===== config.mk =====
export PLATFORM = sky130hd
export DESIGN_NAME = hcbp_packer
export DESIGN_NICKNAME = d
export VERILOG_FILES = /design/src/hw/rtl/hcbp_pkg.sv /design/src/hw/rtl/hcbp_packer.sv
export VERILOG_INCLUDE_DIRS = /design/src /design/src/hw/rtl
export SDC_FILE = /design/constraint.sdc
export NUM_CORES = 1
export LEC_CHECK = 0
export BUFFER_PORTS_ARGS = -buffer_cell sky130_fd_sc_hd__buf_4
export CORE_MARGIN = 4
export CORE_UTILIZATION = 65
export DETAILED_ROUTE_END_ITERATION = 16
export PLACE_DENSITY = 0.87
export SYNTH_ARGS = -nofsm -noshare
export SYNTH_HDL_FRONTEND = slang
export SYNTH_SLANG_ARGS = --single-unit

===== constraint.sdc =====
create_clock -name clk -period 10.6 [get_ports clk]
set_input_delay 1.06 -clock clk [delete_from_list [all_inputs] [get_ports clk]]
set_output_delay 1.06 -clock clk [all_outputs]
set_load 0.005 [all_outputs]

===== src/hw/rtl/huffman_code_bit_packer_assert.svh =====
// Assertion macros shared by the Huffman bit packer RTL.
`ifndef HUFFMAN_CODE_BIT_PACKER_ASSERT_SVH
`define HUFFMAN_CODE_BIT_PACKER_ASSERT_SVH

// Same-cycle implication, checked outside reset.
`define HCBP_ASSERT_NOW(lbl, ante, cons) \
    lbl: assert property (@(posedge clk) disable iff (!rst_n) (ante) |-> (cons)) \
        else $error("assertion failed in %m");

// Next-cycle implication, checked outside reset.
`define HCBP_ASSERT_NEXT(lbl, ante, cons) \
    lbl: assert property (@(posedge clk) disable iff (!rst_n) (ante) |=> (cons)) \
        else $error("assertion failed in %m");

`endif


===== src/hw/rtl/hcbp_pkg.sv =====
// Shared constants and types of the Huffman code bit packer.
package hcbp_pkg;

    localparam int SYMBOL_COUNT = 256;
    localparam int MAX_CODE_LEN = 32;

    localparam int SYM_W  = 8;
    localparam int CODE_W = 32;
    localparam int LEN_W  = 6;
    localparam int BYTE_W = 8;
    localparam int PAD_W  = 3;

    localparam int SYM_AW    = $clog2(SYMBOL_COUNT);
    localparam int ENTRY_W   = CODE_W + LEN_W;
    localparam int LEN_LIMIT = (MAX_CODE_LEN < CODE_W) ? MAX_CODE_LEN : CODE_W;

    // Bit accumulator: up to seven held bits plus one full code.
    // The count must also hold two bytes for the emit compare.
    localparam int ACC_W = LEN_LIMIT + BYTE_W;
    localparam int CNT_W = $clog2(ACC_W + 1);
    localparam int SH_W  = CNT_W + 1;

    typedef enum logic [1:0] {
        MODE_LOAD   = 2'd0,
        MODE_ENCODE = 2'd1,
        MODE_FLUSH  = 2'd2
    } mode_t;

    // Transaction after the table lookup stage.
    typedef struct packed {
        logic [1:0]        mode;
        logic              err;
        logic [CODE_W-1:0] code;
        logic [LEN_W-1:0]  len;
    } item_t;

endpackage


===== src/hw/rtl/hcbp_packer.sv =====
// Bit accumulator that packs code bits MSB first and the output register.
`include "huffman_code_bit_packer_assert.svh"

module hcbp_packer (
    input  logic                        clk,
    input  logic                        rst_n,
    input  logic                        item_valid,
    input  hcbp_pkg::item_t             item,
    output logic                        take,
    output logic                        out_valid,
    input  logic                        out_stall,
    output logic [hcbp_pkg::BYTE_W-1:0] out_byte,
    output logic [hcbp_pkg::PAD_W-1:0]  pad_bits,
    output logic                        last,
    output logic                        load_error
);

    logic [hcbp_pkg::ACC_W-1:0]  acc_reg, acc_next;
    logic [hcbp_pkg::CNT_W-1:0]  cnt_reg, cnt_next;
    logic [hcbp_pkg::ACC_W-1:0]  acc_base;
    logic [hcbp_pkg::CNT_W-1:0]  cnt_base;
    logic [hcbp_pkg::SH_W-1:0]   shamt;
    logic [hcbp_pkg::ACC_W-1:0]  code_ext;

    logic                        out_valid_reg;
    logic [hcbp_pkg::BYTE_W-1:0] out_byte_reg, out_byte_next;
    logic [hcbp_pkg::PAD_W-1:0]  pad_reg, pad_next;
    logic                        last_reg, last_next;
    logic                        err_reg, err_next;
    logic                        out_load;

    logic out_free;
    logic emit;
    logic room;
    logic need_out;
    logic is_flush;

    // Byte emission and admission of the next transaction
    assign out_free = ~out_valid_reg | ~out_stall;
    assign emit     = (cnt_reg >= hcbp_pkg::CNT_W'(hcbp_pkg::BYTE_W)) & out_free;
    assign cnt_base = emit ? cnt_reg - hcbp_pkg::CNT_W'(hcbp_pkg::BYTE_W) : cnt_reg;
    assign acc_base = emit ? (acc_reg << hcbp_pkg::BYTE_W) : acc_reg;
    assign room     = (cnt_reg < hcbp_pkg::CNT_W'(hcbp_pkg::BYTE_W))
                    | (emit & (cnt_reg < hcbp_pkg::CNT_W'(2 * hcbp_pkg::BYTE_W)));
    assign is_flush = (item.mode == hcbp_pkg::MODE_FLUSH);
    assign need_out = is_flush | ((item.mode == hcbp_pkg::MODE_LOAD) & item.err);
    assign take     = item_valid & room
                    & (~need_out | ((cnt_reg < hcbp_pkg::CNT_W'(hcbp_pkg::BYTE_W)) & out_free));

    // Place the code just below the held bits
    assign code_ext = hcbp_pkg::ACC_W'(item.code);
    assign shamt    = hcbp_pkg::SH_W'(hcbp_pkg::ACC_W) - {1'b0, cnt_base}
                    - hcbp_pkg::SH_W'(item.len);

    // Accumulator and output-register next state
    always_comb
    begin
        acc_next      = acc_base;
        cnt_next      = cnt_base;
        out_load      = emit;
        out_byte_next = acc_reg[hcbp_pkg::ACC_W-1 -: hcbp_pkg::BYTE_W];
        pad_next      = '0;
        last_next     = (cnt_reg < hcbp_pkg::CNT_W'(2 * hcbp_pkg::BYTE_W));
        err_next      = 1'b0;
        if (take)
        begin
            case (hcbp_pkg::mode_t'(item.mode))
                hcbp_pkg::MODE_ENCODE:
                begin
                    acc_next = acc_base | (code_ext << shamt);
                    cnt_next = cnt_base + hcbp_pkg::CNT_W'(item.len);
                end
                hcbp_pkg::MODE_FLUSH:
                begin
                    if (cnt_reg != '0)
                    begin
                        out_load      = 1'b1;
                        out_byte_next = acc_reg[hcbp_pkg::ACC_W-1 -: hcbp_pkg::BYTE_W];
                        pad_next      = hcbp_pkg::PAD_W'(hcbp_pkg::CNT_W'(hcbp_pkg::BYTE_W)
                                        - cnt_reg);
                        last_next     = 1'b1;
                    end
                    acc_next = '0;
                    cnt_next = '0;
                end
                hcbp_pkg::MODE_LOAD:
                begin
                    if (item.err)
                    begin
                        out_load      = 1'b1;
                        out_byte_next = '0;
                        pad_next      = '0;
                        last_next     = 1'b1;
                        err_next      = 1'b1;
                    end
                end
                default:
                begin
                    acc_next = acc_base;
                end
            endcase
        end
    end

    // Accumulator state
    always_ff @(posedge clk or negedge rst_n)
    begin
        if (!rst_n)
        begin
            acc_reg <= '0;
            cnt_reg <= '0;
        end
        else
        begin
            acc_reg <= acc_next;
            cnt_reg <= cnt_next;
        end
    end

    // Output register control
    always_ff @(posedge clk or negedge rst_n)
    begin
        if (!rst_n)
        begin
            out_valid_reg <= 1'b0;
        end
        else if (out_load)
        begin
            out_valid_reg <= 1'b1;
        end
        else if (~out_stall)
        begin
            out_valid_reg <= 1'b0;
        end
    end

    // Output register payload
    always_ff @(posedge clk)
    begin
        if (out_load)
        begin
            out_byte_reg <= out_byte_next;
            pad_reg      <= pad_next;
            last_reg     <= last_next;
            err_reg      <= err_next;
        end
    end

    assign out_valid  = out_valid_reg;
    assign out_byte   = out_byte_reg;
    assign pad_bits   = pad_reg;
    assign last       = last_reg;
    assign load_error = err_reg;

    // Checks
    `HCBP_ASSERT_NOW(a_cnt_in_range, 1'b1, cnt_reg < hcbp_pkg::CNT_W'(hcbp_pkg::ACC_W))
    `HCBP_ASSERT_NEXT(a_flush_clears, take && is_flush, cnt_reg == '0)
    `HCBP_ASSERT_NEXT(a_more_bytes_follow,
        emit && (cnt_reg >= hcbp_pkg::CNT_W'(2 * hcbp_pkg::BYTE_W)),
        cnt_reg >= hcbp_pkg::CNT_W'(hcbp_pkg::BYTE_W))

endmodule


Yosys cells after proc, flatten, opt, wreduce, memory -nomap -nowiden
Cells that the tools add are included.

Bits in read-only memories: 0. Bits in latches: 0. Memories: 0. Output and inout port bits: 15. Memory bits (writable): 0. Word-level logic and storage cells: 57. Register bits: 60.

Add/sub/neg operators: 5. Reduce and logical (&&, ||, !) cells: 4. Mux-type cells: 20. $lt $le $gt $ge: 3. $mul: 0. Equal/unequal tests: 3. Shifts and indexed selects: 1. Bitwise logic cells: 14. Div/mod/pow operators: 0.

Operator list (count): $mux W40 (2); $pmux W40 S2 (1); $or A40 B40 Y40 (1); $shl A32 B7 Y40 (1); $mux W8 (3); $mux W6 (2); $pmux W6 S2 (1); $mux W1 (9); $sub A6 B6 Y7 const A (1); $sub A7 B6 Y7 (1); $add A6 B6 Y6 (1); $and A1 B1 Y1 (6); $ge A6 B4 Y1 const B (1); $lt A6 B4 Y1 const B (1); $lt A6 B5 Y1 const B (1); $reduce_bool A6 Y1 (1); $sub A6 B4 Y6 const B (1); $or A1 B1 Y1 (4); $pmux W1 S2 (2); $not A1 Y1 (3); $reduce_and A3 Y1 (1); $sub A1 B3 Y3 const A (1); $eq A2 B1 Y1 const B (1); $eq A2 B2 Y1 const B (1); other kinds (3) (3).

Logic depth before layout (Yosys ltp)
Gate-level depths: netlist of run 1.

Depth in word-level cells: 10. Gate-level depth with buffers: 18.

Worst setup path after synthesis of run 1
OpenSTA, ideal clock, no wires.

Kind: input port to flip-flop. Start point: in out_stall. End point: reg acc_reg[34] in the netlist's numbering. Setup slack: 6259 ps. Stages on the path: 14. Arrival: 4215 ps. Buffers on the path: 3. Cells stage by stage: nand2_1 -> o41ai_4 -> buf_2 -> xnor2_1 -> ha_1 -> inv_1 -> ha_1 -> and3_1 -> clkbuf_1 -> or3_1 -> clkbuf_1 -> nand2_2 -> mux4_2 -> a221o_1.

Word-level cells in the longest chain between the ends: 10. Elaborated cells between the ends (all ways): 17.

RTL lines: start, declared (RTL line hcbp_packer.sv:11) `input logic out_stall,`; $not A1 Y1 (*); $or A1 B1 Y1 (*) (RTL line hcbp_packer.sv:39) `assign out_free = ~out_valid_reg | ~out_stall;`; $and A1 B1 Y1 (RTL line hcbp_packer.sv:40) `assign emit = (cnt_reg >= hcbp_pkg::CNT_W'(hcbp_pkg::BYTE_W)) & out_free;`; $mux W6 (RTL line hcbp_packer.sv:41) `assign cnt_base = emit ? cnt_reg - hcbp_pkg::CNT_W'(hcbp_pkg::BYTE_W) : cnt_reg;`; $sub A6 B6 Y7 (RTL line hcbp_packer.sv:52) `assign shamt = hcbp_pkg::SH_W'(hcbp_pkg::ACC_W) - {1'b0, cnt_base}`; $sub A7 B6 Y7 (RTL line hcbp_packer.sv:53) `- hcbp_pkg::SH_W'(item.len);`; $shl A32 B7 Y40 (RTL line hcbp_packer.sv:70) `acc_next = acc_base | (code_ext << shamt);`; $or A40 B40 Y40 (RTL line hcbp_packer.sv:70); $pmux W40 S2 (RTL line hcbp_packer.sv:67) `case (hcbp_pkg::mode_t'(item.mode))`; $mux W40 (*) (RTL line hcbp_packer.sv:65) `if (take)`; named net acc_next (one bit) (RTL line hcbp_packer.sv:18) `logic [hcbp_pkg::ACC_W-1:0] acc_reg, acc_next;`; end signal, assigned (RTL line hcbp_packer.sv:115) `acc_reg <= acc_next;`; end, declared (RTL line hcbp_packer.sv:18).

Mark *: on every way through the listed nets, which the timed path passes. The rest lies on a longest branch. A chain may end at the register's enable or synchronous reset.

Worst setup path in the final report of run 1
Start point: reg cnt_reg[4] in the netlist's numbering. End point: reg acc_reg[27] in the netlist's numbering.

Word-level cells in the longest chain between the ends: 9. Elaborated cells between the ends (all ways): 19.

RTL lines: start, declared (RTL line hcbp_packer.sv:19) `logic [hcbp_pkg::CNT_W-1:0] cnt_reg, cnt_next;`; start signal, assigned (RTL line hcbp_packer.sv:116) `cnt_reg <= cnt_next;`; $ge A6 B4 Y1 (RTL line hcbp_packer.sv:40); $and A1 B1 Y1 (RTL line hcbp_packer.sv:40); $mux W6 (RTL line hcbp_packer.sv:41); $sub A6 B6 Y7 (RTL line hcbp_packer.sv:52); $sub A7 B6 Y7 (RTL line hcbp_packer.sv:53); $shl A32 B7 Y40 (RTL line hcbp_packer.sv:70); $or A40 B40 Y40 (RTL line hcbp_packer.sv:70); $pmux W40 S2 (RTL line hcbp_packer.sv:67); $mux W40 (*) (RTL line hcbp_packer.sv:65); named net acc_next (one bit) (RTL line hcbp_packer.sv:18).

Marks and branches as above.

==> results by group, run 1 <==
Synth
  • Yosys warning total: 0
  • Ys flop type: dfrtp_1
  • Yosys cell types: 63
  • Post-Synthesis Cells: around 550
  • Asr flop ratio synth: 78.3%
  • Syn nets: 624
  • Post-synth EDFFs: 13
  • Synthesized area per cell: 9.90 sq um
  • Synth Cell Area: 5480 sq um
  • Seq/Total Area, Yosys: 28.6%
  • #FFs+latches synth: 60

Placement
  • Placed Area: just under 6000 sq um
  • Detail Placement HPWL: 11.5 mm
  • DP Worst Slack: 5.16 ns
  • Placer Congestion: 1.01
  • IO buf count: 59

Run
  • Max-cap violations: 0

STA
  • Setup tns final: 0 ns
  • Final worst path period share: roughly 50%
  • Rel. slew slack: 16.9%
  • Final worst setup slack: roughly 5.3 ns
  • Final number of hold-violating endpoints: 0
  • Slew Limit Fails: 0
  • Max Freq: 189 MHz
  • Minimum clock period: 5.30 ns
  • Clk_skew: 0.00961 ns
  • # setup viols final: 0
  • Worst slew pin tran: 1.24 ns
  • RSZ-0062 raised after global routing: no

Outcome
  • Status: complete, no violations

Clock tree
  • Clock buffer depth: 2
  • PostCTS Resize Cnt: 0
  • Clock sink count: 60
  • TritonCTS buffer count: 9
  • Setup bufs post-CTS: 0
  • H-tree Lvls: 3
  • Clock Latency Late Sink: 0.34 ns
  • CTS tree: built
  • Clk root buf: clkbuf_8
  • Cts hold-fix bufs: 0
  • Clock slew at reported path FFs: ~0.07 ns

Cells and area
  • Fillers: about 590
  • Design Area, Final: 6150 sq um
  • Largest register FFs: 40
  • Area growth, synth to finish: 12.3%
  • # diodes: 0
  • Share of layout cells above drive strength 1: 28.2%
  • Nets@finish: 667

Die
  • Die area: between 9000 and 10000 sq um
  • Core area: 8220 sq um
  • # rows: 33
  • Chip height: about 100 um
  • Die W: approximately 100 um
  • Initial core utilization: 66.7%
  • I/O Pins: 60

Setup path
  • Worst R2R Start: cnt_reg[4]
  • Crit end category: register
  • Startpoint Class: register
  • CP arrival: 5.56 ns
  • Crit path kind: reg2reg
  • Crit-path max FO: 45
  • Critical Path Start: cnt_reg[4]
  • Worst EP required: 10.86 ns

GRT
  • Grt ovf: 0
  • Global-route wire length before repair: about 25 mm
  • Number of global-route vias before repair: 4825
  • Largest net degree at the start of global routing: 48
  • GRT Resource Usage Total: 31.9%
  • Initial antenna violation count: 0

Routing
  • Vias/cell: 6.98
  • Initial DRT Pass Iterations: 6
  • Antenna Violating Nets Remaining: 0
  • Wire per inst: around 22 um
  • Routed WL: about 16 mm
  • DRT iter0 DRCs: 501
  • # DRC: 0
  • Routed vias: 4934

Worst hold path
  • Hold path startpoint: acc_reg[4]
  • Hold crit path type: reg2reg
==> final timing paths <==
kind,cells after the start,endpoint,slack [ns]
setup / recovery,15,acc_reg[27],5.30
hold / removal,2,acc_reg[4],0.52
setup reg to reg,15,acc_reg[27],5.30
hold reg to reg,2,acc_reg[4],0.52
max in group asynchronous,1,acc_reg[34],9.47
min in group asynchronous,1,acc_reg[38],0.72
==> cell type report <==
class | instances | area (sq um) | share of cell area (%)
Inverter | 23 | 86.3 | 1.40
Sequential cell | 60 | 1570 | 25.5
Tap cell | 105 | 131 | 2.13
Clock buffer | 14 | 194 | 3.15
Multi-Input combinational cell | 437 | 3670 | 59.6
Timing Repair Buffer | 66 | 495 | 8.05
Clock inverter | 2 | 13.8 | 0.224
==> cell usage in the layout, fill, tap and decap left out, drive strengths merged, types with 6 or more instances in the layout <==
cell,count
o32ai,6
and2,12
mux2i,51
buf,66
inv,23
xnor2,7
nand3,15
mux4,30
clkbuf,14
o21ai,25
edfxtp,13
nor2,45
and3,7
nand4,6
a21oi,43
ha,23
nor3,11
dfrtp,47
mux2,47
nand2,46
==> metal layers <==
layer | up-vias | part of all wire [%] | GRT usage [%]
met3 | 69 | 9.1 | 5.56
li1 | 2178 | - | -
met1 | 2338 | 38 | 41.3
met2 | 349 | 48 | 53.0
met4 | 0 | 4.5 | 13.1
met5 | - | 0 | 0
==> synthesized netlist by cell type, types with 13 or more instances <==
library cell	n	share of area, %
nand3_1	15	1.4
mux4_2	30	12
nor2_1	45	3.1
dfrtp_1	47	21
clkbuf_1	15	1.0
ha_1	23	5.2
o21ai_0	24	2.2
mux2i_1	51	9.3
a21oi_1	43	3.9
nand2_1	45	3.1
mux2_2	45	9.2
edfxtp_1	13	7.1
inv_1	21	1.4
==> cells by family (layout without fill, tap and decap cells) <==
family                   after synthesis  in the layout  synth area share [%]
AND/OR/NAND/NOR                      153            153                  13.0
multiplexers                         128            128                  31.4
AO/OA/AOI/OAI                        119            119                  14.3
flip-flops                            60             60                  28.6
buffers and inverters                 57            105                  4.72
adder cells (fa/ha/maj)               25             25                  5.98
XOR/XNOR                              12             12                  2.05
==> critical path, stage by stage (launching register included) <==
cell       delay [ns]
dfrtp_1          0.44
inv_1            0.09
ha_1             0.18
and3_1           0.18
o41ai_4          0.20
buf_4            0.58
xnor2_1          0.22
ha_1             0.34
inv_1            0.08
ha_1             0.41
a21oi_1          0.19
a2111oi_0        0.60
a2111oi_2        0.20
nor3_2           0.95
o21ai_0          0.32
a21oi_1          0.22
==> stage by stage <==
step | utilization, % | hold WS, ns | instances
2_1_floorplan | - | 0.479 | 554
3_3_place_gp | 72.4 | 0.506 | 691
3_5_place_dp | 72.4 | 0.512 | 691
4_1_cts | 74.9 | 0.521 | 707
5_1_grt | 74.9 | 0.547 | 707
6_report | 74.9 | 0.523 | 707
Power of run 1 is left out: the tool's default activity adds up to more than one toggle a clock period on the data nets, which glitch-free logic cannot reach.
==> run 2: changes to the inputs <==
ABC_AREA = 1   (was unset)
CORE_UTILIZATION = 54   (was 65)
PLACE_DENSITY = 0.77   (was 0.87)
clock period = 4.8 ns   (was 10.6 ns; I/O delays follow)
==> results by group, run 2 <==
GRT
  • Number of global-route vias before repair: 5529 (was 4825)
  • Global-route wire length before repair: 26.7 mm (was 24.9 mm)
  • Initial antenna violation count: 0 (unchanged)
  • GRT Resource Usage Total: 28.7% (was 31.9%)
  • Largest net degree at the start of global routing: 67 (was 48)
  • Grt ovf: 0 (unchanged)

Setup path
  • Startpoint Class: register (unchanged)
  • Worst EP required: 5.00 ns (was 10.86 ns)
  • CP arrival: 3.81 ns (was 5.56 ns)
  • Crit end category: register (unchanged)
  • Crit path kind: reg2reg (unchanged)
  • Register-to-Register Path Depth: 23 (was 15)
  • Crit-path max FO: 36 (was 45)

Clock tree
  • H-tree Lvls: 3 (unchanged)
  • PostCTS Resize Cnt: 0 (unchanged)
  • Clock buffer depth: 2 (unchanged)
  • Setup bufs post-CTS: 0 (unchanged)
  • Cts hold-fix bufs: 0 (unchanged)
  • TritonCTS buffer count: 9 (unchanged)
  • Clock sink count: 60 (unchanged)
  • CTS tree: built (unchanged)
  • Clock Latency Late Sink: 0.34 ns (about the same)
  • Clock slew at reported path FFs: 0.08 ns (was 0.07 ns)
  • Clk root buf: clkbuf_8 (unchanged)

Placement
  • Detail Placement HPWL: 12.5 mm (was 11.5 mm)
  • IO buf count: 59 (unchanged)
  • Placer Congestion: 0.986 (was 1.01)

Synth
  • Yosys cell types: 37 (was 63)
  • Synthesized area per cell: 6.39 sq um (was 9.90 sq um)
  • Seq/Total Area, Yosys: 28.7% (was 28.6%)
  • Ys flop type: dfrtp_1 (unchanged)
  • Asr flop ratio synth: 78.3% (unchanged)
  • Yosys top cell area share: 21.6% (was 21.5%)
  • Mux contribution to synthesized area: 0.183% (was 31.4%)
  • Synth top area cells: nand3_1 22%, dfrtp_1 22%, nand2_1 15%, edfxtp_1 7.2%, ha_1 5.3% (was dfrtp_1 21%, mux4_2 12%, mux2i_1 9.3%, mux2_2 9.2%, edfxtp_1 7.1%)
  • Xor/xnor share of the synthesized area: 0.803% (was 2.05%)
  • Most frequent cell after synthesis: nand3_1 (was mux2i_1)
  • Largest family of logic cells by synthesized area: simple AND/OR/NAND/NOR gates (was multiplexers)
  • Synth Area in Adders: 6.01% (was 5.98%)
  • Simple-gate area share of the yosys netlist: 44.8% (was 13.0%)
  • Synth Cell Area: 5460 sq um (was 5480 sq um)
  • Post-synth top area cell: nand3_1 (was dfrtp_1)
  • Compound-Gate Fraction of Synth Area: 9.47% (was 14.3%)
  • Post-synth EDFFs: 13 (unchanged)
  • Most common library cells after synthesis: 236 x nand3_1, 222 x nand2_1, 73 x inv_1 (was 51 x mux2i_1, 47 x dfrtp_1, 45 x mux2_2, 45 x nand2_1, 45 x nor2_1)
  • Post-Synthesis Cells: 854 (was 554)
  • Syn nets: 924 (was 624)
  • Yosys warning total: 0 (unchanged)
  • #FFs+latches synth: 60 (unchanged)

STA
  • Max Freq: 277 MHz (was 189 MHz)
  • Slew Limit Fails: 0 (unchanged)
  • # setup viols final: 0 (unchanged)
  • RSZ-0062 raised after global routing: no (unchanged)
  • Minimum clock period: 3.61 ns (was 5.30 ns)
  • Clk_skew: 0.0127 ns (was 0.00961 ns)
  • Setup tns final: 0 ns (unchanged)
  • Final worst path period share: 75.3% (was 50.0%)
  • Rel. slew slack: 34.9% (was 16.9%)
  • Final number of hold-violating endpoints: 0 (unchanged)
  • Worst slew pin tran: 0.975 ns (was 1.24 ns)

Die
  • Initial core utilization: 55.6% (was 66.7%)
  • # rows: 36 (was 33)
  • Core area: 9820 sq um (was 8220 sq um)
  • Die W: 109 um (was 99.8 um)
  • Die area: 11800 sq um (was 9970 sq um)
  • Chip height: 109 um (was 99.8 um)
  • I/O Pins: 60 (unchanged)

Cells and area
  • Nets@finish: 953 (was 667)
  • Fillers: 922 (was 585)
  • Multi-input gate area: 3350 sq um (was 3670 sq um)
  • # diodes: 0 (unchanged)
  • Share of layout cells above drive strength 1: 14.4% (was 28.2%)
  • Most frequent cells in the layout: 236 x nand3_1, 221 x nand2_1, 73 x inv_1 (was 66 x buf_4, 51 x mux2i_1, 47 x dfrtp_1)
  • Seq. cell area: 1570 sq um (unchanged)
  • Commonest non-fill, non-tap cell in the layout: nand3_1 (was buf_4)
  • Area growth, synth to finish: 11.5% (was 12.3%)
  • Largest register FFs: 40 (unchanged)

Routing
  • DRT iter0 DRCs: 519 (was 501)
  • Routed vias: 5830 (was 4934)
  • Routed WL: 16.5 mm (was 15.6 mm)
  • Initial DRT Pass Iterations: 6 (unchanged)
  • Antenna Violating Nets Remaining: 0 (unchanged)
  • # DRC: 0 (unchanged)
  • Wire per inst: 16.2 um (was 22.0 um)
  • Vias/cell: 5.71 (was 6.98)

Outcome
  • Status: complete, no violations (unchanged)

Run
  • Max-cap violations: 0 (unchanged)

Worst hold path
  • Hold crit path type: in2async (was reg2reg)
## run 2: cell types whose count changed in the layout (fill, tap and decap cells not counted), sizes merged, moves of 7 or more
cell / previous run / this run
nand3: 15 / 240
nand2: 46 / 236
inv: 23 / 82
mux2i: 51 / 1
mux2: 47 / 0
mux4: 30 / 0
o21ai: 25 / 41
and2: 12 / 2
nor3: 11 / 2
and3: 7 / 0
## run 2: logic make-up after synthesis
family,count (synthesis)
compound gates,94
fa+ha+maj,25
xor+xnor,5
flops,60
buf+inv,131
mux,1
simple gates,538
## run 2: layout make-up
| cell class | instances | area share, % |
|---|---|---|
| Clock inverter | 7 | 1.11 |
| Inverter | 83 | 5.12 |
| Clock buffer | 9 | 2.04 |
| Timing Repair Buffer | 66 | 8.15 |
| Sequential cell | 60 | 25.8 |
| Tap cell | 133 | 2.74 |
| Multi-Input combinational cell | 663 | 55.1 |
## run 2: critical path, cell delays in order, from the launching register on
cell and delay (ns):
dfrtp_1 0.42, ha_1 0.21, nand2_1 0.07, nor2_1 0.04, nand2_1 0.07, nand3_2 0.19
nand3_1 0.12, and2_1 0.18, inv_1 0.08, ha_1 0.29, inv_1 0.09, ha_1 0.32
nand2_1 0.07, inv_2 0.05, nand2_1 0.07, nand2_1 0.09, nand2_1 0.05, nand2_1 0.05
buf_4 0.32, inv_1 0.28, nand3_1 0.15, nand3_1 0.08, nand2_1 0.10, a21oi_1 0.07
## run 2: path summary, 6_finish.rpt
check | from | endpoint | slack (ns)
min | rst_n | cnt_reg[0] | 0.15
max reg2reg | cnt_reg[3] | acc_reg[34] | 1.19
min in group clk | acc_reg[4] | acc_reg[4] | 0.53
max | cnt_reg[3] | acc_reg[34] | 1.19
max in group asynchronous | rst_n | acc_reg[15] | 4.23
min reg2reg | acc_reg[4] | acc_reg[4] | 0.53
## run 2: metrics by stage
stage / cell area (sq um) / instances / hold slack (ns) / setup slack (ns) / utilization, %
2_1_floorplan: 5460 / 854 / 0.184 / 1.61 / -
3_3_place_gp: 5890 / 1005 / 0.518 / 1.31 / 60.0
3_5_place_dp: 5890 / 1005 / 0.520 / 1.20 / 60.0
4_1_cts: 6080 / 1021 / 0.161 / 1.16 / 61.9
5_1_grt: 6080 / 1021 / 0.186 / 0.822 / 61.9
6_report: 6080 / 1021 / 0.146 / 1.19 / 61.9
## run 2: per-layer routing
layer  part of all wire [%]  global-route usage (%)  vias to the layer above  wire length, um
met5                      0                       0                        -                0
met4                    2.6                    9.20                        0              437
met3                    4.1                    3.64                       36              683
met2                     51                    51.5                      198             8400
met1                     42                    35.5                     2711             6990
li1                       -                       -                     2885                -
Power of run 2 is left out for the same reason.
==> run 3: changes to the inputs <==
CORE_UTILIZATION = 60   (was 54)
PLACE_DENSITY = 0.81   (was 0.77)
clock period = 3.4 ns   (was 4.8 ns; I/O delays follow)
==> results by group, run 3 (synthesized netlist as in run 2, its figures left out) <==
GRT
  • GRT Resource Usage Total: 34.2% (was 28.7%)
  • Grt ovf: 0 (unchanged)
  • Initial antenna violation count: 0 (unchanged)
  • Global-route wire length before repair: 28.4 mm (was 26.7 mm)
  • Largest net degree at the start of global routing: 67 (unchanged)
  • Number of global-route vias before repair: 5921 (was 5529)

Clock tree
  • TritonCTS buffer count: 9 (unchanged)
  • CTS tree: built (unchanged)
  • Clock slew at reported path FFs: 0.08 ns (about the same)
  • Clock sink count: 60 (unchanged)
  • H-tree Lvls: 3 (unchanged)
  • Clk root buf: clkbuf_8 (unchanged)
  • Clock Latency Late Sink: 0.36 ns (was 0.34 ns)
  • Clock buffer depth: 2 (unchanged)

Cells and area
  • Largest register FFs: 40 (unchanged)
  • Nets@finish: 975 (was 953)
  • Area growth, synth to finish: 17.4% (was 11.5%)
  • # diodes: 0 (unchanged)
  • Commonest non-fill, non-tap cell in the layout: nand3_1 (unchanged)
  • Share of layout cells above drive strength 1: 18.4% (was 14.4%)
  • Most frequent cells in the layout: 236 x nand3_1, 217 x nand2_1, 79 x buf_4 (was 236 x nand3_1, 221 x nand2_1, 73 x inv_1)

Setup path
  • R2r endpoint: acc_reg[21] (was acc_reg[34])
  • Crit end category: register (unchanged)
  • Crit-path most repeated cell: nand2_1 (unchanged)
  • Crit path kind: reg2reg (unchanged)
  • Reg2Reg Setup Slack: 0.15 ns (was 1.19 ns)
  • CP max-delay cell: dfrtp_1 (unchanged)
  • Buf+Inv Stages, Crit Path: 4 (was 5)
  • CP arrival: 3.52 ns (was 3.81 ns)
  • Worst R2R Start: cnt_reg[4] (was cnt_reg[3])
  • Register-to-Register Path Depth: 21 (was 23)
  • Startpoint Class: register (unchanged)
  • CP top delay family: simple AND/OR/NAND/NOR gates (unchanged)
  • Crit path depth: 21 (was 23)
  • Biggest cell delay along the critical path: 0.39 ns (was 0.42 ns)
  • CP cell instances: inv_2 > ha_1 > nand2_1 > nor2_1 > nand2_1 > nand3_2 > nand2_4 > nor2_2 > xor2_1 > inv_1 > ha_1 > inv_1 > ha_4 > a21oi_2 > nand3_1 > nand2_2 > nand3_2 > nor2_4 > clkbuf_16 > nand2_1 > a21oi_1 (was ha_1 > nand2_1 > nor2_1 > nand2_1 > nand3_2 > nand3_1 > and2_1 > inv_1 > ha_1 > inv_1 > ha_1 > nand2_1 > inv_2 > nand2_1 > nand2_1 > nand2_1 > nand2_1 > buf_4 > inv_1 > nand3_1 > nand3_1 > nand2_1 > a21oi_1)
  • Crit-path max FO: 6 (was 36)
  • Worst EP required: 3.68 ns (was 5.00 ns)

STA
  • Setup tns final: 0 ns (unchanged)
  • Minimum clock period: 3.25 ns (was 3.61 ns)
  • Worst slew pin tran: 0.692 ns (was 0.975 ns)
  • Max Freq: 308 MHz (was 277 MHz)
  • Rel. slew slack: 53.8% (was 34.9%)
  • Final number of hold-violating endpoints: 17 (was 0)
  • Worst Hold Slack: -0.0239 ns (was 0.146 ns)
  • Final worst path period share: 95.5% (was 75.3%)
  • Clk_skew: 0.00917 ns (was 0.0127 ns)
  • # setup viols final: 0 (unchanged)
  • Slew Limit Fails: 0 (unchanged)

Routing
  • Vias/cell: 6.13 (was 5.71)
  • # DRC: 0 (unchanged)
  • Initial DRT Pass Iterations: 5 (was 6)
  • DRT iter0 DRCs: 514 (was 519)
  • Routed vias: 6244 (was 5830)
  • Antenna Violating Nets Remaining: 0 (unchanged)
  • Wire per inst: 18.2 um (was 16.2 um)
  • Routed WL: 18.5 mm (was 16.5 mm)

Die
  • # rows: 34 (was 36)
  • Initial core utilization: 62.0% (was 55.6%)
  • Die W: 103 um (was 109 um)
  • Die area: 10700 sq um (was 11800 sq um)
  • Chip height: 103 um (was 109 um)
  • Core area: 8810 sq um (was 9820 sq um)
  • I/O Pins: 60 (unchanged)

Outcome
  • Failing checks: negative hold slack
  • Status: complete, but fails checks (was complete, no violations)

Run
  • Max-cap violations: 0 (unchanged)

Placement
  • Placer Congestion: 0.980 (was 0.986)
  • Detail Placement HPWL: 13.4 mm (was 12.5 mm)
  • IO buf count: 59 (unchanged)

Worst hold path
  • Hold crit path type: in2async (unchanged)
[run 3: metal layers]
metal | vias up | GRT usage [%] | routed length [um]
met3 | 55 | 7.51 | 1390
li1 | 2928 | - | -
met1 | 2958 | 40.2 | 7190
met5 | - | 0 | 0
met2 | 303 | 59.1 | 9260
met4 | 0 | 16.4 | 703
[run 3: layout make-up]
class | count | area [sq um]
Clock buffer | 9 | 124
Clock inverter | 7 | 75.1
Fill cell | 719 | 2400
Inverter | 83 | 315
Multi-Input combinational cell | 663 | 3440
Sequential cell | 60 | 1570
Tap cell | 108 | 135
Timing Repair Buffer | 87 | 746
Timing Repair inverter | 1 | 7.51
[run 3: how the worst max path moves through the flow]
stage                from           to  slack (ns)
6_report       cnt_reg[4]  acc_reg[21]        0.15
5_1_grt        cnt_reg[3]  acc_reg[38]       -0.07
4_1_cts        cnt_reg[3]  acc_reg[38]        0.03
3_5_place_dp   cnt_reg[4]  acc_reg[16]       -0.12
3_3_place_gp   cnt_reg[4]  acc_reg[19]        0.20
2_1_floorplan  cnt_reg[4]  acc_reg[29]        0.22
[run 3: timing repair]
item                                    CTS  global route
hold buffers                              0             0
cloned                                    0             3
buffers inserted                          3             4
resized for setup                         0            28
endpoints found under the setup margin   16            40
pin swaps                                 1             6
[run 3: metrics by stage]
step	setup WS [ns]	utilization [%]	area, sq um	cells
global placement	0.197	67.8	5970	992
detailed placement	-0.124	67.8	5970	992
global route	-0.0692	72.7	6410	1018
finish	0.154	72.7	6410	1018
CTS	0.0268	70.5	6210	1011
floorplan	0.223	-	5460	854
Power of run 3 is left out for the same reason.
